==> config.mk <==
export PLATFORM = sky130hd
export DESIGN_NAME = tfn_div_cell
export DESIGN_NICKNAME = d
export VERILOG_FILES = /design/src/rtl/core/tfn_pkg.sv /design/src/rtl/core/tfn_div_cell.sv
export SDC_FILE = /design/constraint.sdc
export NUM_CORES = 1
export LEC_CHECK = 0
export BUFFER_PORTS_ARGS = -buffer_cell sky130_fd_sc_hd__buf_2
export CAP_MARGIN = 20
export CORE_AREA = 8 8 148 150
export CTS_BUF_LIST = sky130_fd_sc_hd__clkbuf_4 sky130_fd_sc_hd__clkbuf_8 sky130_fd_sc_hd__clkbuf_16
export DETAILED_ROUTE_END_ITERATION = 6
export DIE_AREA = 0 0 156 158
export PLACE_DENSITY = 0.71
export SYNTH_ARGS = -nofsm -noshare
export SYNTH_HDL_FRONTEND = slang
export SYNTH_SLANG_ARGS = --single-unit
==> constraint.sdc <==
create_clock -name clk -period 1 [get_ports clk]
set_input_delay 0.05 -clock clk [delete_from_list [all_inputs] [get_ports clk]]
set_output_delay 0.05 -clock clk [all_outputs]
set_load 0.02 [all_outputs]
==> src/rtl/core/tfn_pkg.sv <==
`default_nettype none
package tfn_pkg;

    localparam int COMP_W = 16;
    localparam int SUM_W  = 32;  // a^2 + b^2 reaches 2^31 for two -32768 inputs
    localparam int ROOT_W = 16;  // floor(sqrt) of the sum
    localparam int SQ_STEPS = 16;
    localparam int QUO_W  = 32;  // quotient width before saturation

    typedef logic signed [COMP_W-1:0] comp_t;

    // Item context that rides along the cell row
    typedef struct packed {
        logic  three_dim;
        logic  xy_branch;
        comp_t nx;
        comp_t ny;
        comp_t nz;
    } ctx_t;

    function automatic comp_t sat16(input logic signed [47:0] v);
        comp_t r;
        if (v > 48'sd32767)
            r = 16'sh7fff;
        else if (v < -48'sd32768)
            r = 16'sh8000;
        else
            r = v[15:0];
        return r;
    endfunction

endpackage
`default_nettype wire

==> src/rtl/core/tfn_div_cell.sv <==
`default_nettype none
// One quotient bit for both normalizing divides (restoring, shared divisor)
module tfn_div_cell
#(
    parameter int STEP = 0
)(
    input  wire logic                       clk,
    input  wire logic                       rst_n,
    input  wire logic                       en,
    input  wire logic                       in_valid,
    input  wire logic [tfn_pkg::ROOT_W-1:0] in_len,
    input  wire logic [tfn_pkg::QUO_W-1:0]  in_num_a,
    input  wire logic [tfn_pkg::QUO_W-1:0]  in_num_b,
    input  wire logic [tfn_pkg::QUO_W-1:0]  in_q_a,
    input  wire logic [tfn_pkg::QUO_W-1:0]  in_q_b,
    input  wire tfn_pkg::ctx_t              in_ctx,
    output logic                            out_valid,
    output logic [tfn_pkg::ROOT_W-1:0]      out_len,
    output logic [tfn_pkg::QUO_W-1:0]       out_num_a,
    output logic [tfn_pkg::QUO_W-1:0]       out_num_b,
    output logic [tfn_pkg::QUO_W-1:0]       out_q_a,
    output logic [tfn_pkg::QUO_W-1:0]       out_q_b,
    output tfn_pkg::ctx_t                   out_ctx
);
    import tfn_pkg::*;

    localparam int SH = QUO_W - 1 - STEP;

    logic [QUO_W+ROOT_W-1:0] d_sh;
    logic                    ge_a;
    logic                    ge_b;
    logic                    valid_reg;
    logic [ROOT_W-1:0]       len_reg;
    logic [QUO_W-1:0]        num_a_reg;
    logic [QUO_W-1:0]        num_b_reg;
    logic [QUO_W-1:0]        q_a_reg;
    logic [QUO_W-1:0]        q_b_reg;
    ctx_t                    ctx_reg;

    always_comb
    begin
        d_sh = {{QUO_W{1'b0}}, in_len} << SH;
        ge_a = {{ROOT_W{1'b0}}, in_num_a} >= d_sh;
        ge_b = {{ROOT_W{1'b0}}, in_num_b} >= d_sh;
    end

    always_ff @(posedge clk or negedge rst_n)
    begin
        if (!rst_n)
            valid_reg <= 1'b0;
        else if (en)
            valid_reg <= in_valid;
    end

    always_ff @(posedge clk)
    begin
        if (en)
        begin
            len_reg   <= in_len;
            ctx_reg   <= in_ctx;
            num_a_reg <= ge_a ? QUO_W'({{ROOT_W{1'b0}}, in_num_a} - d_sh) : in_num_a;
            num_b_reg <= ge_b ? QUO_W'({{ROOT_W{1'b0}}, in_num_b} - d_sh) : in_num_b;
            q_a_reg   <= in_q_a | (QUO_W'(ge_a) << SH);
            q_b_reg   <= in_q_b | (QUO_W'(ge_b) << SH);
        end
    end

    assign out_valid = valid_reg;
    assign out_len   = len_reg;
    assign out_num_a = num_a_reg;
    assign out_num_b = num_b_reg;
    assign out_q_a   = q_a_reg;
    assign out_q_b   = q_b_reg;
    assign out_ctx   = ctx_reg;
endmodule
`default_nettype wire

==> results.sh, run 1 <==
export IMPL_ioPinCount=393
export IMPL_cp_slowest_cell="edfxtp_1"
export IMPL_port_buffers=392
export IMPL_netlist_area_mm2=0.00611
export IMPL_yosysWarnings=0
export IMPL_postCtsSetupRepairBufs=0
export IMPL_finalSetupViolCount=142
export IMPL_synth_cells=233
export IMPL_grt_busiest_layer="met2"
export IMPL_crit_chain="buf_6"
export IMPL_met3_usage_pct=6.77
export IMPL_violations="negative setup slack"
export IMPL_gp_congestion=0.807
export IMPL_cts_max_path_buffers=2
export IMPL_relSlewSlack_pct=76.2
export IMPL_route_antenna_remaining_nets=0
export IMPL_grt_max_degree=28
export IMPL_die_h_um=158
export IMPL_stdcell_count=1172
export IMPL_drc=0
export IMPL_cpPeakStageDelay_ps=460
export IMPL_yosysSeqAreaShare_pct=95.7
export IMPL_cp_top_family="flip-flops"
export IMPL_hold_class="in2reg"
export IMPL_clk_pin_slew_worst_paths_ps=80
export IMPL_cts_tree="built"
export IMPL_post_drt_via_cell_ratio=4.39
export IMPL_die_x_um=156
export IMPL_fmax_mhz=900
export IMPL_start_kind="register"
export IMPL_cts_buffers=17
export IMPL_syn_to_final_growth_pct=106
export IMPL_grt_pass1_wl_um=33800
export IMPL_cap_violations=0
export IMPL_clkSinkCount=195
export IMPL_slew_violations=0
export IMPL_status="finished, violations left"
export IMPL_grt_antenna_before_repair=0
export IMPL_grt_pass1_vias=5690
export IMPL_syn_avg_cell_area_um2=26.2
export IMPL_drtIter0Drc=258
export IMPL_dieArea_mm2=0.0246
export IMPL_min_period_ps=1110
export IMPL_routedWlPerCell_um=21.9
export IMPL_grt_use_total_pct=18.7
export IMPL_start_util_pct=31.0
export IMPL_crit_fanout=1
export IMPL_final_area_mm2=0.0126
export IMPL_num_rows=52
export IMPL_rsz0062_at_grt="yes"
export IMPL_antenna_cells=0
export IMPL_dr_pass1_iters=4
export IMPL_power_density_mw_per_mm2=1640
export IMPL_crit_required_ps=950
export IMPL_fin_skew_ps=0
export IMPL_layout_commonest_cell="buf_2"
export IMPL_dpl_cell_area_mm2=0.00895
export IMPL_overflow=0
export IMPL_leakage_nw=5.30
export IMPL_setup_slack_ps=-111
export IMPL_syn_nets=433
export IMPL_dp_hpwl_um=16000
export IMPL_worstPathArrival_ps=1060
export IMPL_period_share_pct=111
export IMPL_root_buffer="clkbuf_16"
export IMPL_timing_worst_setup_path_type="reg2out"
export IMPL_hold_viol=0
export IMPL_cts_max_level=4
export IMPL_multi_input_area_um2=329
export IMPL_ys_ff_latch=195
export IMPL_layout_nets=1089
export IMPL_path_buf_inv=1
export IMPL_post_place_cells=945
export IMPL_tightest_slew_ps=354
export IMPL_final_cell_mix="219 x buf_2, 195 x dlygate4sd3_1, 194 x edfxtp_1"
export IMPL_clk_insertion_delay_late_ps=420
export IMPL_num_fill_cells=1318
export IMPL_layout_drive_gt1_share_pct=53.7
export IMPL_ys_types=16
export IMPL_num_vias=5141
export IMPL_core_mm2=0.0197
export IMPL_ir_drop_mv=1.08
export IMPL_drt_total_wl_um=25600
export IMPL_endpoint_kind="primary output"
export IMPL_grt_use_met1_pct=19.1
export IMPL_ff_latch_area_mm2=0.00585
export IMPL_met2_usage_pct=33.6
flip-flops by register name, summed over array words and instances (netlist names):
name	flops
out_q_b	32
out_q_a	32
out_valid	1
out_len	16
out_num_a	32
out_ctx	50
out_num_b	32
area by class of cell:
class	instances	area share [%]
Clock inverter	14	1.32
Timing Repair Buffer	637	43.4
Multi-Input combinational cell	36	2.61
Clock buffer	18	3.43
Inverter	2	0.258
Tap cell	270	2.68
Sequential cell	195	46.3
logic make-up (layout without fill, tap and decap cells):
| logic type | count (synthesis) | after routing | share of synthesized area (%) |
|---|---|---|---|
| buffers and inverters | 2 | 671 | 0.123 |
| AND/OR/NAND/NOR | 29 | 29 | 3.11 |
| flip-flops | 195 | 195 | 95.7 |
| multiplexers | 3 | 3 | 0.512 |
| adder cells (fa/ha/maj) | 2 | 2 | 0.409 |
| AO/OA/AOI/OAI | 2 | 2 | 0.164 |
metrics by stage:
step                util, %  power, mW  worst slack, ps  TNS (ps)  hold WS, ps
global placement       45.4       12.4             -475     -1740         -175
CTS                    61.6       20.3             -106     -5620         38.8
global route           64.0       21.3             -187    -11630         49.8
finish                 64.0       20.6             -111     -3120         67.2
detailed placement     45.4       12.5             -519     -1910         -170
floorplan                 -       11.0             -126      -341         -246
synth_stat cells (all sizes together):
master | number | share of area [%]
mux2i | 2 | 0.33
o21ai | 2 | 0.16
nand2b | 1 | 0.10
nand4 | 4 | 0.41
nor3 | 1 | 0.082
dfrtp | 1 | 0.41
or2b | 1 | 0.12
nand2 | 2 | 0.12
inv | 2 | 0.12
nor4 | 17 | 1.7
ha | 2 | 0.41
and4 | 1 | 0.14
edfxtp | 194 | 95
mux2 | 1 | 0.18
nor4b | 2 | 0.39
report_power, final:
group	switching, mW	internal [mW]	total (mW)
clock	3.24	3.61	6.85
sequential	0.327	9.72	10.0
combinational	1.74	2.00	3.75
total	5.31	15.3	20.6
layer usage:
| metal | share of wire [%] | wire [um] |
|---|---|---|
| met1 | 34 | 8740 |
| met2 | 53 | 13700 |
| met3 | 9.1 | 2330 |
| met4 | 3.4 | 860 |
| met5 | 0 | 0 |
path summary, 6_finish.rpt:
kind | start | slack (ps) | cells after the start | endpoint
setup / recovery | out_ctx[11] | -110 | 1 | out_ctx[11]
hold / removal | en | 70 | 2 | out_q_b[9]
setup reg to reg | out_valid | 220 | 1 | out_valid
hold reg to reg | out_valid | 560 | 1 | out_valid
max in group asynchronous | rst_n | 440 | 3 | out_valid
min in group asynchronous | rst_n | 460 | 3 | out_valid
repair_timing:
item | in CTS | in global routing
endpoints found under the setup margin | 198 | 199
pin swaps | 0 | 4
resized for setup | 202 | 154
hold endpoints to repair | 194 | 0
hold buffers | 195 | 0
Power figures use the tool's default switching activity.
==> run 2, diff against run 1 <==
--- a/config.mk
+++ b/config.mk
@@ -7,11 +7,14 @@
 export LEC_CHECK = 0
 export BUFFER_PORTS_ARGS = -buffer_cell sky130_fd_sc_hd__buf_2
 export CAP_MARGIN = 20
-export CORE_AREA = 8 8 148 150
+export CELL_PAD_IN_SITES_DETAIL_PLACEMENT = 1
+export CELL_PAD_IN_SITES_GLOBAL_PLACEMENT = 2
+export CORE_MARGIN = 8
+export CORE_UTILIZATION = 28
 export CTS_BUF_LIST = sky130_fd_sc_hd__clkbuf_4 sky130_fd_sc_hd__clkbuf_8 sky130_fd_sc_hd__clkbuf_16
 export DETAILED_ROUTE_END_ITERATION = 6
-export DIE_AREA = 0 0 156 158
-export PLACE_DENSITY = 0.71
+export PLACE_DENSITY = 0.89
+export SLEW_MARGIN = 0
 export SYNTH_ARGS = -nofsm -noshare
 export SYNTH_HDL_FRONTEND = slang
 export SYNTH_SLANG_ARGS = --single-unit
==> run 2 against run 1 <==
The flow now stops in 4_1_cts. Area after synthesis unchanged. Synthesized cell count unchanged.
==> results.sh, run 2 <==
export IMPL_dp_hpwl_um=18700
export IMPL_yosysTopAreaCellShare_pct=95.3
export IMPL_synth_edf_count=194
export IMPL_start_util_pct=28.3
export IMPL_ioPinCount=393
export IMPL_yosysWarnings=0
export IMPL_lastStage="4_1_cts"
export IMPL_port_buffers=392
export IMPL_cts_max_path_buffers=2
export IMPL_die_x_um=164
export IMPL_synth_area_leader_cell="edfxtp_1"
export IMPL_netlist_area_mm2=0.00611
export IMPL_syn_avg_cell_area_um2=26.2
export IMPL_gp_congestion=0.773
export IMPL_clkSinkCount=195
export IMPL_die_h_um=164
export IMPL_cts_max_level=4
export IMPL_ys_ff_latch=195
export IMPL_num_rows=54
export IMPL_cts_buffers=17
export IMPL_synth_common_cells="194 x edfxtp_1, 17 x nor4_1, 4 x nand4_1"
export IMPL_synth_area_leaders="edfxtp_1 95%, nor4_1 1.7%, dfrtp_1 0.41%"
export IMPL_postCtsSetupRepairBufs=0
export IMPL_async_flop_share_pct=0.513
export IMPL_ys_types=16
export IMPL_holdBufCountCts=195
export IMPL_root_buffer="clkbuf_16"
export IMPL_status="stopped before the end"
export IMPL_yosysSeqAreaShare_pct=95.7
export IMPL_dpl_cell_area_mm2=0.00884
export IMPL_syn_nets=433
export IMPL_ys_flop_type="edfxtp_1"
export IMPL_cts_resized=265
export IMPL_synth_most_common_cell="edfxtp_1"
export IMPL_synth_cells=233
export IMPL_tool_error="[ERROR RSZ-0060] Max buffer count reached."
run 2: cell counts after synthesis:
Identical to the previous run, type by type.
run 2: per-stage QoR:
step	hold WS [ps]	setup WS [ps]	instances
detailed placement	-171	-622	942
floorplan	-246	-126	233
global placement	-175	-551	942
run 2: kinds of logic after synthesis:
| group | count (synthesis) | synth area share (%) |
|---|---|---|
| AOI/OAI and AO/OA | 2 | 0.164 |
| and+or+nand+nor | 29 | 3.11 |
| DFF | 195 | 95.7 |
| adders and majority gates | 2 | 0.409 |
| buffers and inverters | 2 | 0.123 |
| muxes | 3 | 0.512 |
==> run 3, diff against run 2 <==
==> config.mk (replaced) <==
export PLATFORM = sky130hd
export DESIGN_NAME = tfn_div_cell
export DESIGN_NICKNAME = d
export VERILOG_FILES = /design/src/rtl/core/tfn_pkg.sv /design/src/rtl/core/tfn_div_cell.sv
export SDC_FILE = /design/constraint.sdc
export NUM_CORES = 1
export LEC_CHECK = 0
export BUFFER_PORTS_ARGS = -buffer_cell sky130_fd_sc_hd__buf_2
export CAP_MARGIN = 20
export CORE_MARGIN = 8
export CORE_UTILIZATION = 23
export DETAILED_ROUTE_END_ITERATION = 6
export PLACE_DENSITY_LB_ADDON = 0.15
export SLEW_MARGIN = 0
export SYNTH_ARGS = -nofsm -noshare
export SYNTH_HDL_FRONTEND = slang
export SYNTH_SLANG_ARGS = --single-unit
==> run 3 against run 2 <==
The flow now finishes, with violations (negative setup slack).
==> results.sh, run 3 (synthesis gave the netlist of run 1 again) <==
export IMPL_grt_use_met1_pct=13.3
export IMPL_clk_pin_slew_worst_paths_ps=80
export IMPL_gp_congestion=0.781
export IMPL_rsz0062_at_grt="yes"
export IMPL_crit_chain="buf_6"
export IMPL_post_drt_via_cell_ratio=3.92
export IMPL_crit_required_ps=950
export IMPL_layout_drive_gt1_share_pct=54.5
export IMPL_finalSetupViolCount=94
export IMPL_postCtsSetupRepairBufs=0
export IMPL_clkPwrFrac_pct=32.5
export IMPL_setup_slack_ps=-138
export IMPL_cp_slowest_cell="edfxtp_1"
export IMPL_leakage_nw=5.31
export IMPL_num_rows=59
export IMPL_post_place_cells=1013
export IMPL_die_h_um=179
export IMPL_core_mm2=0.0261
export IMPL_start_kind="register"
export IMPL_antenna_cells=0
export IMPL_ioPinCount=393
export IMPL_multi_input_area_um2=367
export IMPL_cts_max_level=4
export IMPL_grt_pass1_wl_um=31900
export IMPL_fin_skew_ps=0
export IMPL_hold_viol=0
export IMPL_clk_insertion_delay_late_ps=410
export IMPL_cts_buffers=17
export IMPL_root_buffer="clkbuf_16"
export IMPL_syn_to_final_growth_pct=108
export IMPL_r2r_cells=1
export IMPL_comb_power_share_pct=18.1
export IMPL_num_fill_cells=2180
export IMPL_drtIter0Drc=166
export IMPL_grt_pass1_vias=5653
export IMPL_swShare_pct=25.8
export IMPL_ir_drop_mv=1.01
export IMPL_status="finished, violations left"
export IMPL_power_density_mw_per_mm2=1590
export IMPL_met2_usage_pct=24.4
export IMPL_final_area_mm2=0.0127
export IMPL_cpPeakStageDelay_ps=490
export IMPL_dp_hpwl_um=16900
export IMPL_port_buffers=392
export IMPL_whs_ps=33.2
export IMPL_holdPathStages=3
export IMPL_cp_top_family="flip-flops"
export IMPL_num_vias=4862
export IMPL_dr_pass1_iters=4
export IMPL_layout_commonest_cell="buf_2"
export IMPL_cap_violations=0
export IMPL_endpoint_kind="primary output"
export IMPL_routedWlPerCell_um=18.0
export IMPL_layout_nets=1093
export IMPL_clkSinkCount=195
export IMPL_period_share_pct=114
export IMPL_dieArea_mm2=0.0321
export IMPL_path_buf_inv=1
export IMPL_drc=0
export IMPL_p_seq_share_pct=49.4
export IMPL_ff_latch_area_mm2=0.00585
export IMPL_worstPathArrival_ps=1090
export IMPL_relSlewSlack_pct=78.0
export IMPL_tightest_slew_ps=328
export IMPL_grt_max_degree=25
export IMPL_grt_busiest_layer="met2"
export IMPL_slew_violations=0
export IMPL_overflow=0
export IMPL_min_period_ps=1140
export IMPL_start_util_pct=23.5
export IMPL_fmax_mhz=878
export IMPL_stdcell_count=1241
export IMPL_grt_use_total_pct=13.2
export IMPL_dpl_cell_area_mm2=0.00903
export IMPL_switching_power_mw=5.22
export IMPL_met3_usage_pct=5.75
export IMPL_die_x_um=179
export IMPL_hold_class="in2reg"
export IMPL_route_antenna_remaining_nets=0
export IMPL_p_int_mw=15.0
export IMPL_largest_reg_flops=50
export IMPL_crit_cells=1
export IMPL_grt_antenna_before_repair=3
export IMPL_crit_fanout=1
export IMPL_r2r_slack_ps=240
export IMPL_timing_worst_setup_path_type="reg2out"
export IMPL_drt_total_wl_um=22400
export IMPL_final_cell_mix="216 x buf_2, 196 x dlygate4sd3_1, 194 x edfxtp_1"
export IMPL_cts_max_path_buffers=2
export IMPL_cts_tree="built"
export IMPL_finish_utilization_pct=48.9
export IMPL_setup_tns_final_ps=-1410
export IMPL_violations="negative setup slack"
==> run 3: per-layer routing <==
metal	vias to the layer above	routed length [um]
met5	-	36
met1	2319	7670
met2	226	11900
met3	18	2520
li1	2293	-
met4	6	231
==> run 3: area by class of cell <==
| class | instances | share of cell area, % |
|---|---|---|
| timing repair buffer | 641 | 43.2 |
| clock buffer | 17 | 3.34 |
| inverter | 2 | 0.255 |
| tap | 335 | 3.29 |
| multi-input combinational | 36 | 2.88 |
| clock inverter | 15 | 1.13 |
| sequential | 195 | 45.9 |
==> run 3: path summary, 6_finish.rpt <==
kind                                      end         start
min in group asynchronous           out_valid         rst_n
max in group asynchronous           out_valid         rst_n
worst min-delay path            out_num_b[31]  in_num_b[31]
worst max-delay path              out_len[10]   out_len[10]
worst max register to register      out_valid     out_valid
worst min register to register      out_valid     out_valid
==> run 3: repair_timing <==
action,4_1_cts,5_1_grt
setup endpoints to repair,199,199
hold buffers,195,1
pin swaps,0,9
hold endpoints to repair,194,1
resized for setup,222,149
==> run 3: power groups by stage <==
stage	clock, mW	combinational [mW]	sequential (mW)
final	6.59	3.67	10.0
after floorplan	0	0.0496	10.9
after detailed placement	0	2.44	10.1
after global placement	0	2.42	10.0
after global routing	7.13	3.86	10.1
after CTS	6.88	3.45	9.96
==> run 3: per-stage QoR <==
stage	setup slack, ps	power, mW
5_1_grt	-213	21.1
6_report	-138	20.3
4_1_cts	-211	20.3
2_1_floorplan	-126	11.0
3_3_place_gp	-683	12.5
3_5_place_dp	-725	12.5
==> run 4, diff against run 3 <==
--- a/config.mk
+++ b/config.mk
@@ -7,9 +7,9 @@
 export LEC_CHECK = 0
 export BUFFER_PORTS_ARGS = -buffer_cell sky130_fd_sc_hd__buf_2
 export CAP_MARGIN = 20
-export CORE_MARGIN = 8
-export CORE_UTILIZATION = 23
+export CORE_AREA = 8 8 145 147
 export DETAILED_ROUTE_END_ITERATION = 6
+export DIE_AREA = 0 0 153 155
 export PLACE_DENSITY_LB_ADDON = 0.15
 export SLEW_MARGIN = 0
 export SYNTH_ARGS = -nofsm -noshare
==> run 4 against run 3 <==
The flow now stops in 4_1_cts. Synthesized cell count stayed put. Area after synthesis unchanged.
==> results.sh, run 4 <==
export IMPL_status="stopped before the end"
export IMPL_lastStage="4_1_cts"
export IMPL_tool_error="[ERROR RSZ-0060] Max buffer count reached."
export IMPL_die_x_um=153
export IMPL_start_util_pct=32.3
export IMPL_holdBufCountCts=188
export IMPL_die_h_um=155
export IMPL_ys_flop_type="edfxtp_1"
export IMPL_synth_common_cells="194 x edfxtp_1, 17 x nor4_1, 4 x nand4_1"
export IMPL_syn_avg_cell_area_um2=26.2
export IMPL_dp_hpwl_um=16000
export IMPL_postCtsSetupRepairBufs=0
export IMPL_yosysSeqAreaShare_pct=95.7
export IMPL_synth_most_common_cell="edfxtp_1"
export IMPL_ys_ff_latch=195
export IMPL_async_flop_share_pct=0.513
export IMPL_cts_max_level=4
export IMPL_yosysTopAreaCellShare_pct=95.3
export IMPL_dpl_cell_area_mm2=0.00883
export IMPL_root_buffer="clkbuf_16"
export IMPL_gp_congestion=0.760
export IMPL_port_buffers=392
export IMPL_netlist_area_mm2=0.00611
export IMPL_yosysWarnings=0
export IMPL_num_rows=51
export IMPL_ys_types=16
export IMPL_cts_buffers=17
export IMPL_synth_area_leader_cell="edfxtp_1"
export IMPL_dp_slack_ps=-810
export IMPL_syn_nets=433
export IMPL_clkSinkCount=195
export IMPL_cts_max_path_buffers=2
export IMPL_synth_cells=233
export IMPL_synth_area_leaders="edfxtp_1 95%, nor4_1 1.7%, dfrtp_1 0.41%"
export IMPL_synth_edf_count=194
export IMPL_ioPinCount=393
export IMPL_cts_resized=227
run 4: cell counts after synthesis:
Identical to the previous run, type by type.
run 4: cells by family after synthesis:
family | Yosys count | share of synthesized area, %
DFF | 195 | 95.7
and+or+nand+nor | 29 | 3.11
muxes | 3 | 0.512
AOI/OAI and AO/OA | 2 | 0.164
buffers and inverters | 2 | 0.123
adders and majority gates | 2 | 0.409
run 4: stage by stage:
| stage | cells | TNS, ps |
|---|---|---|
| floorplan | 233 | -341 |
| global placement | 905 | -3120 |
| detailed placement | 905 | -3090 |
