File: src/rtl/core/tfn_pkg.sv
`default_nettype none
package tfn_pkg;

    localparam int COMP_W = 16;
    localparam int SUM_W  = 32;  // a^2 + b^2 reaches 2^31 for two -32768 inputs
    localparam int ROOT_W = 16;  // floor(sqrt) of the sum
    localparam int SQ_STEPS = 16;
    localparam int QUO_W  = 32;  // quotient width before saturation

    typedef logic signed [COMP_W-1:0] comp_t;

    // Item context that rides along the cell row
    typedef struct packed {
        logic  three_dim;
        logic  xy_branch;
        comp_t nx;
        comp_t ny;
        comp_t nz;
    } ctx_t;

    function automatic comp_t sat16(input logic signed [47:0] v);
        comp_t r;
        if (v > 48'sd32767)
            r = 16'sh7fff;
        else if (v < -48'sd32768)
            r = 16'sh8000;
        else
            r = v[15:0];
        return r;
    endfunction

endpackage
`default_nettype wire

File: src/rtl/core/tfn_sqrt_cell.sv
`default_nettype none
// One digit of the restoring integer square root (two radicand bits per cell)
module tfn_sqrt_cell
#(
    parameter int STEP = 0
)(
    input  wire logic                       clk,
    input  wire logic                       rst_n,
    input  wire logic                       in_valid,
    input  wire logic [tfn_pkg::SUM_W-1:0]  in_rem,
    input  wire logic [tfn_pkg::ROOT_W-1:0] in_root,
    input  wire tfn_pkg::ctx_t              in_ctx,
    output logic                            out_valid,
    output logic [tfn_pkg::SUM_W-1:0]       out_rem,
    output logic [tfn_pkg::ROOT_W-1:0]      out_root,
    output tfn_pkg::ctx_t                   out_ctx,
    input  wire logic                       en
);
    import tfn_pkg::*;

    localparam int SH = 2 * (SQ_STEPS - 1 - STEP);

    logic [33:0] trial;
    logic [33:0] rem_w;
    logic        fits;
    logic                  valid_reg;
    logic [SUM_W-1:0]      rem_reg;
    logic [ROOT_W-1:0]     root_reg;
    ctx_t                  ctx_reg;

    // trial = (4*root + 1) << SH against remainder
    always_comb
    begin
        trial = ({16'd0, in_root, 2'b01}) << SH;
        rem_w = 34'(in_rem);
        fits  = rem_w >= trial;
    end

    always_ff @(posedge clk or negedge rst_n)
    begin
        if (!rst_n)
            valid_reg <= 1'b0;
        else if (en)
            valid_reg <= in_valid;
    end

    always_ff @(posedge clk)
    begin
        if (en)
        begin
            ctx_reg <= in_ctx;
            if (fits)
            begin
                rem_reg  <= SUM_W'(rem_w - trial);
                root_reg <= {in_root[ROOT_W-2:0], 1'b1};
            end
            else
            begin
                rem_reg  <= in_rem;
                root_reg <= {in_root[ROOT_W-2:0], 1'b0};
            end
        end
    end

    assign out_valid = valid_reg;
    assign out_rem   = rem_reg;
    assign out_root  = root_reg;
    assign out_ctx   = ctx_reg;
endmodule
`default_nettype wire

File: config.mk
export PLATFORM = sky130hd
export DESIGN_NAME = tfn_sqrt_cell
export DESIGN_NICKNAME = d
export VERILOG_FILES = /design/src/rtl/core/tfn_pkg.sv /design/src/rtl/core/tfn_sqrt_cell.sv
export SDC_FILE = /design/constraint.sdc
export NUM_CORES = 1
export LEC_CHECK = 0
export ABC_AREA = 1
export BUFFER_PORTS_ARGS = -buffer_cell sky130_fd_sc_hd__buf_2
export CORE_MARGIN = 2
export CORE_UTILIZATION = 38
export CTS_CLUSTER_SIZE = 25
export DETAILED_ROUTE_END_ITERATION = 10
export GPL_TIMING_DRIVEN = 0
export PLACE_DENSITY = 0.78
export SYNTH_ARGS = -nofsm -noshare
export SYNTH_HDL_FRONTEND = slang
export SYNTH_SLANG_ARGS = --single-unit
File: constraint.sdc
create_clock -name clk -period 0.8 [get_ports clk]
set_input_delay 0.16 -clock clk [delete_from_list [all_inputs] [get_ports clk]]
set_output_delay 0.16 -clock clk [all_outputs]
set_load 0.005 [all_outputs]
==> flow_summary_export.csv, run 1 <==
group,metric,value,unit
status,status,"finished, violations left",
status,violations,"setup timing",
setup_path,cp_cell_sequence,"buf_2",
synthesis,synth-adder-area-share,0.755,%
power_and_ir_drop,seqPwrFrac,58.5,%
synthesis,ys_top_cells_by_area,"edfxtp_1 (89%), nor2_1 (4.4%), nand2_1 (2.8%)",
power_and_ir_drop,swShare,23.3,%
synthesis,syn_area,0.00332,mm²
synthesis,synth.area.mux_share,0.340,%
detailed_routing,drt_iter0_markers,53,
clocking,clock_latency,350,ps
finish,areaGrowthSynthToFinish,77.0,%
finish,instances_no_fill,595,
power_and_ir_drop,cellLeakagePower,2.49,nW
setup_path,worstSetupPathType,"reg2out",
power_and_ir_drop,p_sw,2.49,mW
setup_path,cp.arrival,900,ps
global_route,track_usage,18.4,%
sta,tns,-21780,ps
setup_path,critPathSlowestCell,"edfxtp_1",
setup_path,slowest_delay,410,ps
clocking,cts_tree,"yes",
setup_path,cpLargestDelayFamily,"flip-flops",
setup_path,cp-start-kind,"register",
synthesis,yosys_warnings,0,
sta,setup_violations,102,
hold_path,hold_path_class,"in2reg",
synthesis,yosysUniqueCellTypes,10,
detailed_routing,vias_per_cell,4.49,
detailed_routing,vias,2670,
power_and_ir_drop,ir_worst_vdd,0.00103,V
finish,nFillCells,620,
finish,drive_above_1_share,51.3,%
finish,stdcell_area,0.00587,mm²
sta,min_period,1060,ps
sta,min_period_over_period,133,%
synthesis,netlist.area_leader.share,88.8,%
setup_path,cp.required,640,ps
detailed_routing,ant_nets,0,
synthesis,synthXorXnorAreaFrac,0,%
synthesis,syn_inst,178,
sta,finalWorstSetupSlack,-261,ps
clocking,cts_sinks,99,
setup_path,r2r-end,"out_valid$_DFFE_PN0P_",
hold_path,min_delay_path_depth,2,
synthesis,ys_ff_latch,99,
sta,rsz0062_at_grt,"yes",
synthesis,yosys.area.top_type,"edfxtp_1",
synthesis,synthSimpleGateAreaFrac,8.45,%
global_route,grt_first_pass_wirelength,13.6,mm
sta,whs,32.9,ps
placement,portBuffers,199,
clocking,cts.clk_slew.worst_paths,100,ps
finish,finalNetCount,586,
power_and_ir_drop,p_int,8.20,mW
sta,slew_headroom,84.5,%
detailed_routing,drt-total-wl,9.53,mm
job,drv_cap,0,
detailed_routing,drc,0,
sta,max_slew.worst_pin.slew,232,ps
detailed_routing,avgRoutedWirePerCell,16.0,µm
finish,layout_commonest_cell,"buf_2",
synthesis,synth_top_family_by_area,"simple AND/OR/NAND/NOR gates",
clocking,cts_buffer_depth,2,
clocking,cts_buffers,9,
clocking,cts-root-buf,"clkbuf_8",
die,core,0.00859,mm²
setup_path,path_buf_inv,1,
power_and_ir_drop,pwr-share-clk,27.6,%
die,fp-row-count,34,
power_and_ir_drop,powerDensity,1820,mW/mm²
sta,max_freq,943,MHz
global_route,grt_pass1_vias,2783,
placement,placed_cells,486,
hold_path,hp-start,"in_valid",
die,initial_utilization,38.6,%
die,fp.dieArea,0.00949,mm²
setup_path,path_max_fanout,1,
die,fp.dieW,97.4,µm
global_route,antenna_found_initial,0,
global_route,grt_max_degree,59,
setup_path,rr_startpoint,"out_valid$_DFFE_PN0P_",
placement,dpl.hpwl,5.78,mm
power_and_ir_drop,power_frac_comb,13.9,%
setup_path,worstRegToRegCells,1,
sta,slew_viol_final,0,
synthesis,ys_seq_area_share,89.5,%
die,dieHeight,97.4,µm
sta,skew,0,ps
synthesis,syn-num-nets,282,
power_and_ir_drop,total_power,10.7,mW
setup_path,r2r_setup_slack,60,ps
global_route,grt_overflow,0,
synthesis,synth_compound_area_share,0.264,%
die,ioPinCount,201,
sta,finalHoldViolations,0,
finish,layout_common_cells,"buf_2 (179), edfxtp_1 (98), dlygate4sd3_1 (90), nor2_1 (23), nand2_1 (17)",
setup_path,cp-end-kind,"primary output",
hold_path,hold_path_end,"out_valid$_DFFE_PN0P_",
placement,placed_area,0.00450,mm²
detailed_routing,drt_first_pass_iters,4,
clocking,htreeDepth,3,
finish,antennaDiodeCount,0,
synthesis,syn_avg_cell_area,18.6,µm²
placement,gp_congestion,0.733,
## metal layers
| layer | vias to the layer above | global-route usage [%] | share of wire (%) |
|---|---|---|---|
| met5 | - | 0 | 0 |
| met2 | 143 | 33.5 | 53 |
| li1 | 1258 | - | - |
| met1 | 1250 | 20.6 | 37 |
| met4 | 0 | 6.09 | 2.2 |
| met3 | 19 | 5.47 | 7.5 |
## repair_timing
action,4_1_cts,5_1_grt
hold buffers,86,4
cloned,0,1
resized for setup,20,47
hold endpoints to repair,86,4
setup buffers,1,1
endpoints found under the setup margin,159,103
pin swaps,16,24
## cell families after synthesis
| logic type | Yosys count |
|---|---|
| fa+ha+maj | 2 |
| buf+inv | 6 |
| mux | 1 |
| compound gates | 1 |
| flops | 99 |
| simple gates | 69 |
## through the flow
| step | utilization (%) | worst slack (ps) |
|---|---|---|
| 2_1_floorplan | - | -175 |
| 3_3_place_gp | 52.0 | -1420 |
| 3_5_place_dp | 52.4 | -683 |
| 4_1_cts | 65.6 | -285 |
| 5_1_grt | 68.3 | -300 |
| 6_report | 68.3 | -261 |
## cells in the mapped netlist, drive strengths merged
master	count
edfxtp	98
nand2	25
dfrtp	1
nand3	4
o21ai	1
ha	2
nor2	40
mux2	1
inv	6
## cell type report
class	count	area, µm²	area share (%)
Tap cell	108	135	2.30
Multi-Input combinational cell	73	443	7.55
Inverter	6	35.0	0.597
Sequential cell	99	2970	50.6
Timing Repair Buffer	293	2110	35.9
Clock inverter	7	56.3	0.959
Clock buffer	9	124	2.11
## state kept, by name, indices dropped and copies added, names as in the netlist
name,flops
out_root,16
out_valid,1
out_ctx,50
out_rem,32
## power by group through the flow
stage | Combinational, mW | Sequential [mW] | Clock, mW
6_report | 1.48 | 6.26 | 2.95
3_5_place_dp | 0.987 | 6.37 | 0
4_1_cts | 1.36 | 6.26 | 3.07
2_1_floorplan | 0.0878 | 6.44 | 0
5_1_grt | 1.59 | 6.29 | 3.28
3_3_place_gp | 0.937 | 6.37 | 0
## how the worst max path moves through the flow
stage | start | endpoint | slack (ps) | cells after the start
2_1_floorplan | in_rem[31] | out_rem[30]$_DFFE_PP_ | -180 | 9
3_3_place_gp | en | out_valid$_DFFE_PN0P_ | -1420 | 2
3_5_place_dp | en | out_valid$_DFFE_PN0P_ | -680 | 3
4_1_cts | out_ctx[14]$_DFFE_PP_ | out_ctx[14] | -280 | 1
5_1_grt | out_ctx[0]$_DFFE_PP_ | out_ctx[0] | -300 | 1
6_report | out_rem[6]$_DFFE_PP_ | out_rem[6] | -260 | 1
Note: power is estimated with default switching activity, not from simulation.
==> run 2, diff against run 1 <==
--- a/config.mk
+++ b/config.mk
@@ -8,11 +8,11 @@
 export ABC_AREA = 1
 export BUFFER_PORTS_ARGS = -buffer_cell sky130_fd_sc_hd__buf_2
 export CORE_MARGIN = 2
-export CORE_UTILIZATION = 38
+export CORE_UTILIZATION = 43
 export CTS_CLUSTER_SIZE = 25
 export DETAILED_ROUTE_END_ITERATION = 10
 export GPL_TIMING_DRIVEN = 0
-export PLACE_DENSITY = 0.78
+export PLACE_DENSITY = 0.83
 export SYNTH_ARGS = -nofsm -noshare
 export SYNTH_HDL_FRONTEND = slang
 export SYNTH_SLANG_ARGS = --single-unit
==> constraint.sdc (replaced) <==
create_clock -name clk -period 1 [get_ports clk]
set_input_delay 0.2 -clock clk [delete_from_list [all_inputs] [get_ports clk]]
set_output_delay 0.2 -clock clk [all_outputs]
set_load 0.005 [all_outputs]
==> run 2 against run 1 <==
  * The run still ends with setup timing left
  * Worst hold slack got worse by 15 ps
  * Critical endpoint is now out_ctx[28]
  * Combinational power decreased by 41%
  * First-iteration DRC count is 60% higher
  * Largest cell class unchanged
  * Count of clock-buffer cells in the layout unchanged
  * Global-route usage shrank 0.15 points
  * Sequential share of layout area is 9.2 points higher
  * Power decreased by 23%
  * Flip-flop and latch count did not move
==> flow_summary_export.csv, run 2 (synthesized netlist as in run 1, its figures left out) <==
group,metric,value,unit
die,fp.dieArea,0.00843,mm²
power_and_ir_drop,pwr-share-clk,28.7,%
clocking,cts.clk_slew.worst_paths,110,ps
finish,instances_no_fill,521,
finish,areaGrowthSynthToFinish,49.6,%
detailed_routing,drt_iter0_markers,85,
placement,dpl_worst_slack,-427,ps
power_and_ir_drop,total_power,8.25,mW
sta,skew,0,ps
detailed_routing,avgRoutedWirePerCell,15.7,µm
finish,layout_common_cells,"buf_2 (197), edfxtp_1 (98), nor2_1 (38), nand2_1 (25), dlygate4sd3_1 (23)",
finish,drive_above_1_share,53.6,%
power_and_ir_drop,p_sw,1.91,mW
hold_path,hp-start,"in_ctx[46]",
clocking,htreeDepth,3,
placement,dpl.hpwl,5.69,mm
power_and_ir_drop,swShare,23.2,%
global_route,grt_first_pass_wirelength,11.3,mm
die,fp.dieW,91.8,µm
clocking,clock_latency,350,ps
clocking,cts_tree,"yes",
sta,min_period,1130,ps
setup_path,critPathSlowestCell,"edfxtp_1",
status,violations,"setup timing",
sta,rsz0062_at_grt,"yes",
clocking,post_cts_buffers,0,
sta,finalWorstSetupSlack,-126,ps
setup_path,cp.required,800,ps
power_and_ir_drop,powerDensity,1660,mW/mm²
sta,setup_violations,99,
die,ioPinCount,201,
finish,nFillCells,613,
setup_path,critPathLaunch,"out_ctx[28]$_DFFE_PP_",
finish,layout_commonest_cell,"buf_2",
setup_path,cp-end-kind,"primary output",
power_and_ir_drop,p_int,6.33,mW
global_route,track_usage,18.3,%
setup_path,rr_startpoint,"out_valid$_DFFE_PN0P_",
setup_path,cp.arrival,930,ps
setup_path,slowest_delay,420,ps
sta,finalHoldViolations,0,
setup_path,path_max_fanout,1,
global_route,grt_max_degree,38,
power_and_ir_drop,power_frac_comb,10.7,%
job,drv_cap,0,
setup_path,cpLargestDelayFamily,"flip-flops",
global_route,grt_overflow,0,
detailed_routing,vias,2348,
sta,min_period_over_period,113,%
hold_path,hold_path_class,"in2reg",
die,initial_utilization,43.6,%
finish,multi_input_area,340,µm²
global_route,grt_pass1_vias,2219,
die,core,0.00761,mm²
power_and_ir_drop,ir_worst_vdd,0.000946,V
clocking,cts_buffers,9,
die,fp-row-count,32,
clocking,cts-root-buf,"clkbuf_8",
placement,placed_cells,480,
sta,slew_viol_final,0,
setup_path,cp-start-kind,"register",
die,dieHeight,91.8,µm
global_route,antenna_found_initial,1,
clocking,cts_sinks,99,
sta,max_slew.worst_pin.slew,384,ps
sta,slew_headroom,74.4,%
detailed_routing,drc,0,
finish,regArea,0.00297,mm²
detailed_routing,ant_nets,0,
finish,largest_reg_flops,50,
placement,gp_congestion,0.750,
sta,whs,18.4,ps
clocking,cts_buffer_depth,2,
detailed_routing,vias_per_cell,4.51,
detailed_routing,drt-total-wl,8.17,mm
detailed_routing,drt_first_pass_iters,4,
power_and_ir_drop,cellLeakagePower,2.14,nW
power_and_ir_drop,seqPwrFrac,60.6,%
sta,max_freq,888,MHz
setup_path,cp_cell_sequence,"buf_2",
placement,portBuffers,199,
setup_path,path_buf_inv,1,
finish,finalNetCount,517,
setup_path,worstSetupPathType,"reg2out",
setup_path,r2r_setup_slack,240,ps
status,status,"finished, violations left",
run 2: power groups by stage:
stage                     Combinational [mW]  Clock [mW]  Sequential [mW]
final                                  0.880        2.37             5.00
after detailed placement               0.784           0             5.09
after CTS                              0.838        2.42             5.00
after floorplan                       0.0704           0             5.15
after global routing                   0.962        2.60             5.03
after global placement                 0.747           0             5.09
run 2: metal layers:
| metal | wire (µm) | part of all wire, % | GRT usage [%] | vias to the layer above |
|---|---|---|---|---|
| met4 | 212 | 2.6 | 8.46 | 0 |
| met3 | 731 | 8.9 | 5.34 | 16 |
| met1 | 2910 | 36 | 19.7 | 1090 |
| met5 | 0 | 0 | 0 | - |
| met2 | 4310 | 53 | 33.0 | 129 |
| li1 | - | - | - | 1113 |
run 2: final timing paths:
path,to,depth (start not counted)
hold reg to reg,out_valid$_DFFE_PN0P_,1
setup / recovery,out_ctx[28],1
hold / removal,out_ctx[46]$_DFFE_PP_,1
min in group asynchronous,out_valid$_DFFE_PN0P_,2
setup reg to reg,out_valid$_DFFE_PN0P_,1
max in group asynchronous,out_valid$_DFFE_PN0P_,2
run 2: area by class of cell:
type | count | share of cell area [%]
clock inverter | 7 | 1.31
tap | 102 | 2.57
antenna | 1 | 0.0504
sequential | 99 | 59.8
multi-input combinational | 73 | 6.86
timing repair buffer | 224 | 26.2
clock buffer | 9 | 2.50
inverter | 6 | 0.706
run 2: what timing repair did:
| action | in CTS | in global routing |
|---|---|---|
| cloned | 1 | 0 |
| endpoints found under the hold margin | 11 | 12 |
| setup endpoints to repair | 100 | 101 |
| resized for setup | 0 | 6 |
| hold buffers | 11 | 12 |
| pin swaps | 0 | 7 |
run 2: through the flow:
stage / area (µm²) / TNS, ps / util (%)
6_report: 4960 / -5600 / 65.2
3_5_place_dp: 4490 / -20070 / 59.1
3_3_place_gp: 4460 / -111280 / 58.7
5_1_grt: 4960 / -10200 / 65.2
2_1_floorplan: 3340 / -22.7 / -
4_1_cts: 4830 / -7310 / 63.4
==> run 3, diff against run 2 <==
--- a/config.mk
+++ b/config.mk
@@ -8,11 +8,11 @@
 export ABC_AREA = 1
 export BUFFER_PORTS_ARGS = -buffer_cell sky130_fd_sc_hd__buf_2
 export CORE_MARGIN = 2
-export CORE_UTILIZATION = 43
+export CORE_UTILIZATION = 46
 export CTS_CLUSTER_SIZE = 25
 export DETAILED_ROUTE_END_ITERATION = 10
 export GPL_TIMING_DRIVEN = 0
-export PLACE_DENSITY = 0.83
+export PLACE_DENSITY = 0.88
 export SYNTH_ARGS = -nofsm -noshare
 export SYNTH_HDL_FRONTEND = slang
 export SYNTH_SLANG_ARGS = --single-unit
==> constraint.sdc (replaced) <==
create_clock -name clk -period 1.5 [get_ports clk]
set_input_delay 0.3 -clock clk [delete_from_list [all_inputs] [get_ports clk]]
set_output_delay 0.3 -clock clk [all_outputs]
set_load 0.005 [all_outputs]
==> run 3 against run 2 <==
  * The flow now finishes without violations
  * Count of clock-buffer cells in the layout stayed put
  * Routed wire length is 7.0% lower
  * Final cell count is 5.8% lower
  * Clock skew stayed put
  * Via count is 4.6% lower
  * Sequential power is 33% lower
  * Clock power is 31% lower
  * Register-to-register slack better by 500 ps
  * Sequential share of layout area is 3.9 points higher
  * Flip-flop and latch count stayed put
  * Highest routed layer unchanged
  * Power is 33% lower
  * Critical path type is now in2reg
  * Critical endpoint is now out_valid$_DFFE_PN0P_
  * Global-route usage hardly changed
==> flow_summary_export.csv, run 3 (synthesized netlist as in run 1, its figures left out) <==
group,metric,value,unit
status,status,"complete, no violations",
power_and_ir_drop,seqPwrFrac,60.7,%
sta,setup_violations,0,
clocking,cts_buffers,9,
clocking,cts.clk_slew.worst_paths,100,ps
global_route,grt_pass1_vias,2178,
detailed_routing,drt_first_pass_iters,4,
global_route,grt_overflow,0,
setup_path,worstRegToRegCells,1,
die,core,0.00687,mm²
setup_path,critPathLaunch,"en",
global_route,track_usage,18.2,%
placement,portBuffers,199,
power_and_ir_drop,p_sw,1.19,mW
hold_path,min_delay_path_depth,1,
clocking,post_cts_buffers,0,
clocking,clock_latency,350,ps
sta,tns,0,ps
setup_path,path_max_fanout,50,
setup_path,cp-end-kind,"register",
setup_path,r2r-end,"out_valid$_DFFE_PN0P_",
global_route,grt_first_pass_wirelength,10.4,mm
finish,largest_reg_flops,50,
detailed_routing,drt_iter0_markers,122,
die,dieHeight,88.9,µm
clocking,cts_sinks,99,
finish,layout_common_cells,"buf_2 (198), edfxtp_1 (98), nor2_1 (39), nand2_1 (25), clkbuf_8 (9)",
detailed_routing,drc,0,
detailed_routing,drt-total-wl,7.60,mm
sta,rsz0062_at_grt,"no",
setup_path,cp.arrival,1520,ps
finish,finalNetCount,494,
global_route,grt_max_degree,51,
setup_path,cp-start-kind,"primary input",
setup_path,r2r_setup_slack,740,ps
power_and_ir_drop,cellLeakagePower,2.02,nW
die,ioPinCount,201,
clocking,cts-root-buf,"clkbuf_8",
power_and_ir_drop,power_frac_comb,9.4,%
hold_path,hold_path_end,"out_ctx[38]$_DFFE_PP_",
clocking,cts_tree,"yes",
clocking,cts_buffer_depth,2,
detailed_routing,vias,2241,
clocking,cts_resized,0,
sta,finalHoldViolations,0,
power_and_ir_drop,p_int,4.30,mW
die,initial_utilization,48.3,%
finish,antennaDiodeCount,0,
hold_path,hold_path_class,"in2reg",
finish,areaGrowthSynthToFinish,40.5,%
power_and_ir_drop,swShare,21.6,%
die,fp.dieArea,0.00790,mm²
power_and_ir_drop,total_power,5.49,mW
finish,multi_input_area,325,µm²
sta,max_slew.worst_pin.slew,636,ps
power_and_ir_drop,ir_worst_vdd,0.000808,V
sta,max_freq,785,MHz
setup_path,rr_startpoint,"out_valid$_DFFE_PN0P_",
job,drv_cap,0,
clocking,cts_hold_buf,1,
finish,nFillCells,512,
finish,post-route-util,67.8,%
sta,min_period_over_period,84.9,%
sta,skew,0,ps
hold_path,hp-start,"in_ctx[38]",
placement,dpl.hpwl,5.85,mm
die,fp.dieW,88.9,µm
power_and_ir_drop,powerDensity,1180,mW/mm²
power_and_ir_drop,pwr-share-clk,29.9,%
sta,slew_headroom,57.6,%
global_route,antenna_found_initial,0,
finish,layout_commonest_cell,"buf_2",
setup_path,worstSetupPathType,"in2reg",
finish,drive_above_1_share,55.2,%
clocking,htreeDepth,3,
placement,placed_cells,474,
finish,regArea,0.00297,mm²
detailed_routing,ant_nets,0,
setup_path,cp.required,1750,ps
sta,slew_viol_final,0,
placement,gp_congestion,0.788,
detailed_routing,avgRoutedWirePerCell,15.5,µm
finish,instances_no_fill,491,
detailed_routing,vias_per_cell,4.56,
sta,min_period,1270,ps
die,fp-row-count,30,
==> run 3: cell count changes in the layout (fill, tap and decap cells not counted), sizes merged <==
cell         before  now
diode             1    0
clkinv            4    5
clkinvlp          2    1
dlygate4sd3      23    1
bufbuf            1    0
inv               7    6
bufinv            0    1
==> run 3: area by class of cell <==
cell class / count / share of cell area, %
inverters: 6 / 0.484
clock buffers: 9 / 2.66
repair buffers: 201 / 22.1
clock inverters: 7 / 1.48
flip-flops and latches: 99 / 63.7
multi-input cells: 73 / 6.99
well taps: 96 / 2.58
==> run 3: routing by layer <==
layer	wire [µm]	track usage, %	part of all wire (%)
met4	54	4.96	0.71
met3	663	6.28	8.7
met1	2730	20.0	36
met2	4150	33.6	55
met5	0	0	0
==> run 3: per-stage QoR <==
| stage | setup slack [ps] | hold WS [ps] | area [µm²] |
|---|---|---|---|
| CTS | 235 | 91.8 | 4660 |
| global route | 152 | 92.4 | 4660 |
| finish | 226 | 114 | 4660 |
| floorplan | 291 | 4.41 | 3320 |
| detailed placement | -159 | 80.8 | 4450 |
| global placement | -838 | 75.1 | 4430 |
==> run 3: worst max path at each step <==
stage	to	cells after the start	slack (ps)
final	out_valid$_DFFE_PN0P_	3	230
after global routing	out_valid$_DFFE_PN0P_	3	150
after CTS	out_valid$_DFFE_PN0P_	3	230
after detailed placement	out_valid$_DFFE_PN0P_	3	-160
after global placement	out_valid$_DFFE_PN0P_	2	-840
after floorplan	out_rem[30]$_DFFE_PP_	9	290
==> run 3: power by group through the flow <==
stage / Sequential, mW / Clock (mW) / Combinational, mW
after floorplan: 3.43 / 0 / 0.0439
after global placement: 3.39 / 0 / 0.491
after detailed placement: 3.40 / 0 / 0.518
after CTS: 3.34 / 1.68 / 0.521
after global routing: 3.35 / 1.77 / 0.568
final: 3.33 / 1.64 / 0.516
==> run 3: worst max-delay path, stage by stage <==
cell and delay (ps):
buf_4 490, buf_12 330, mux2_2 370
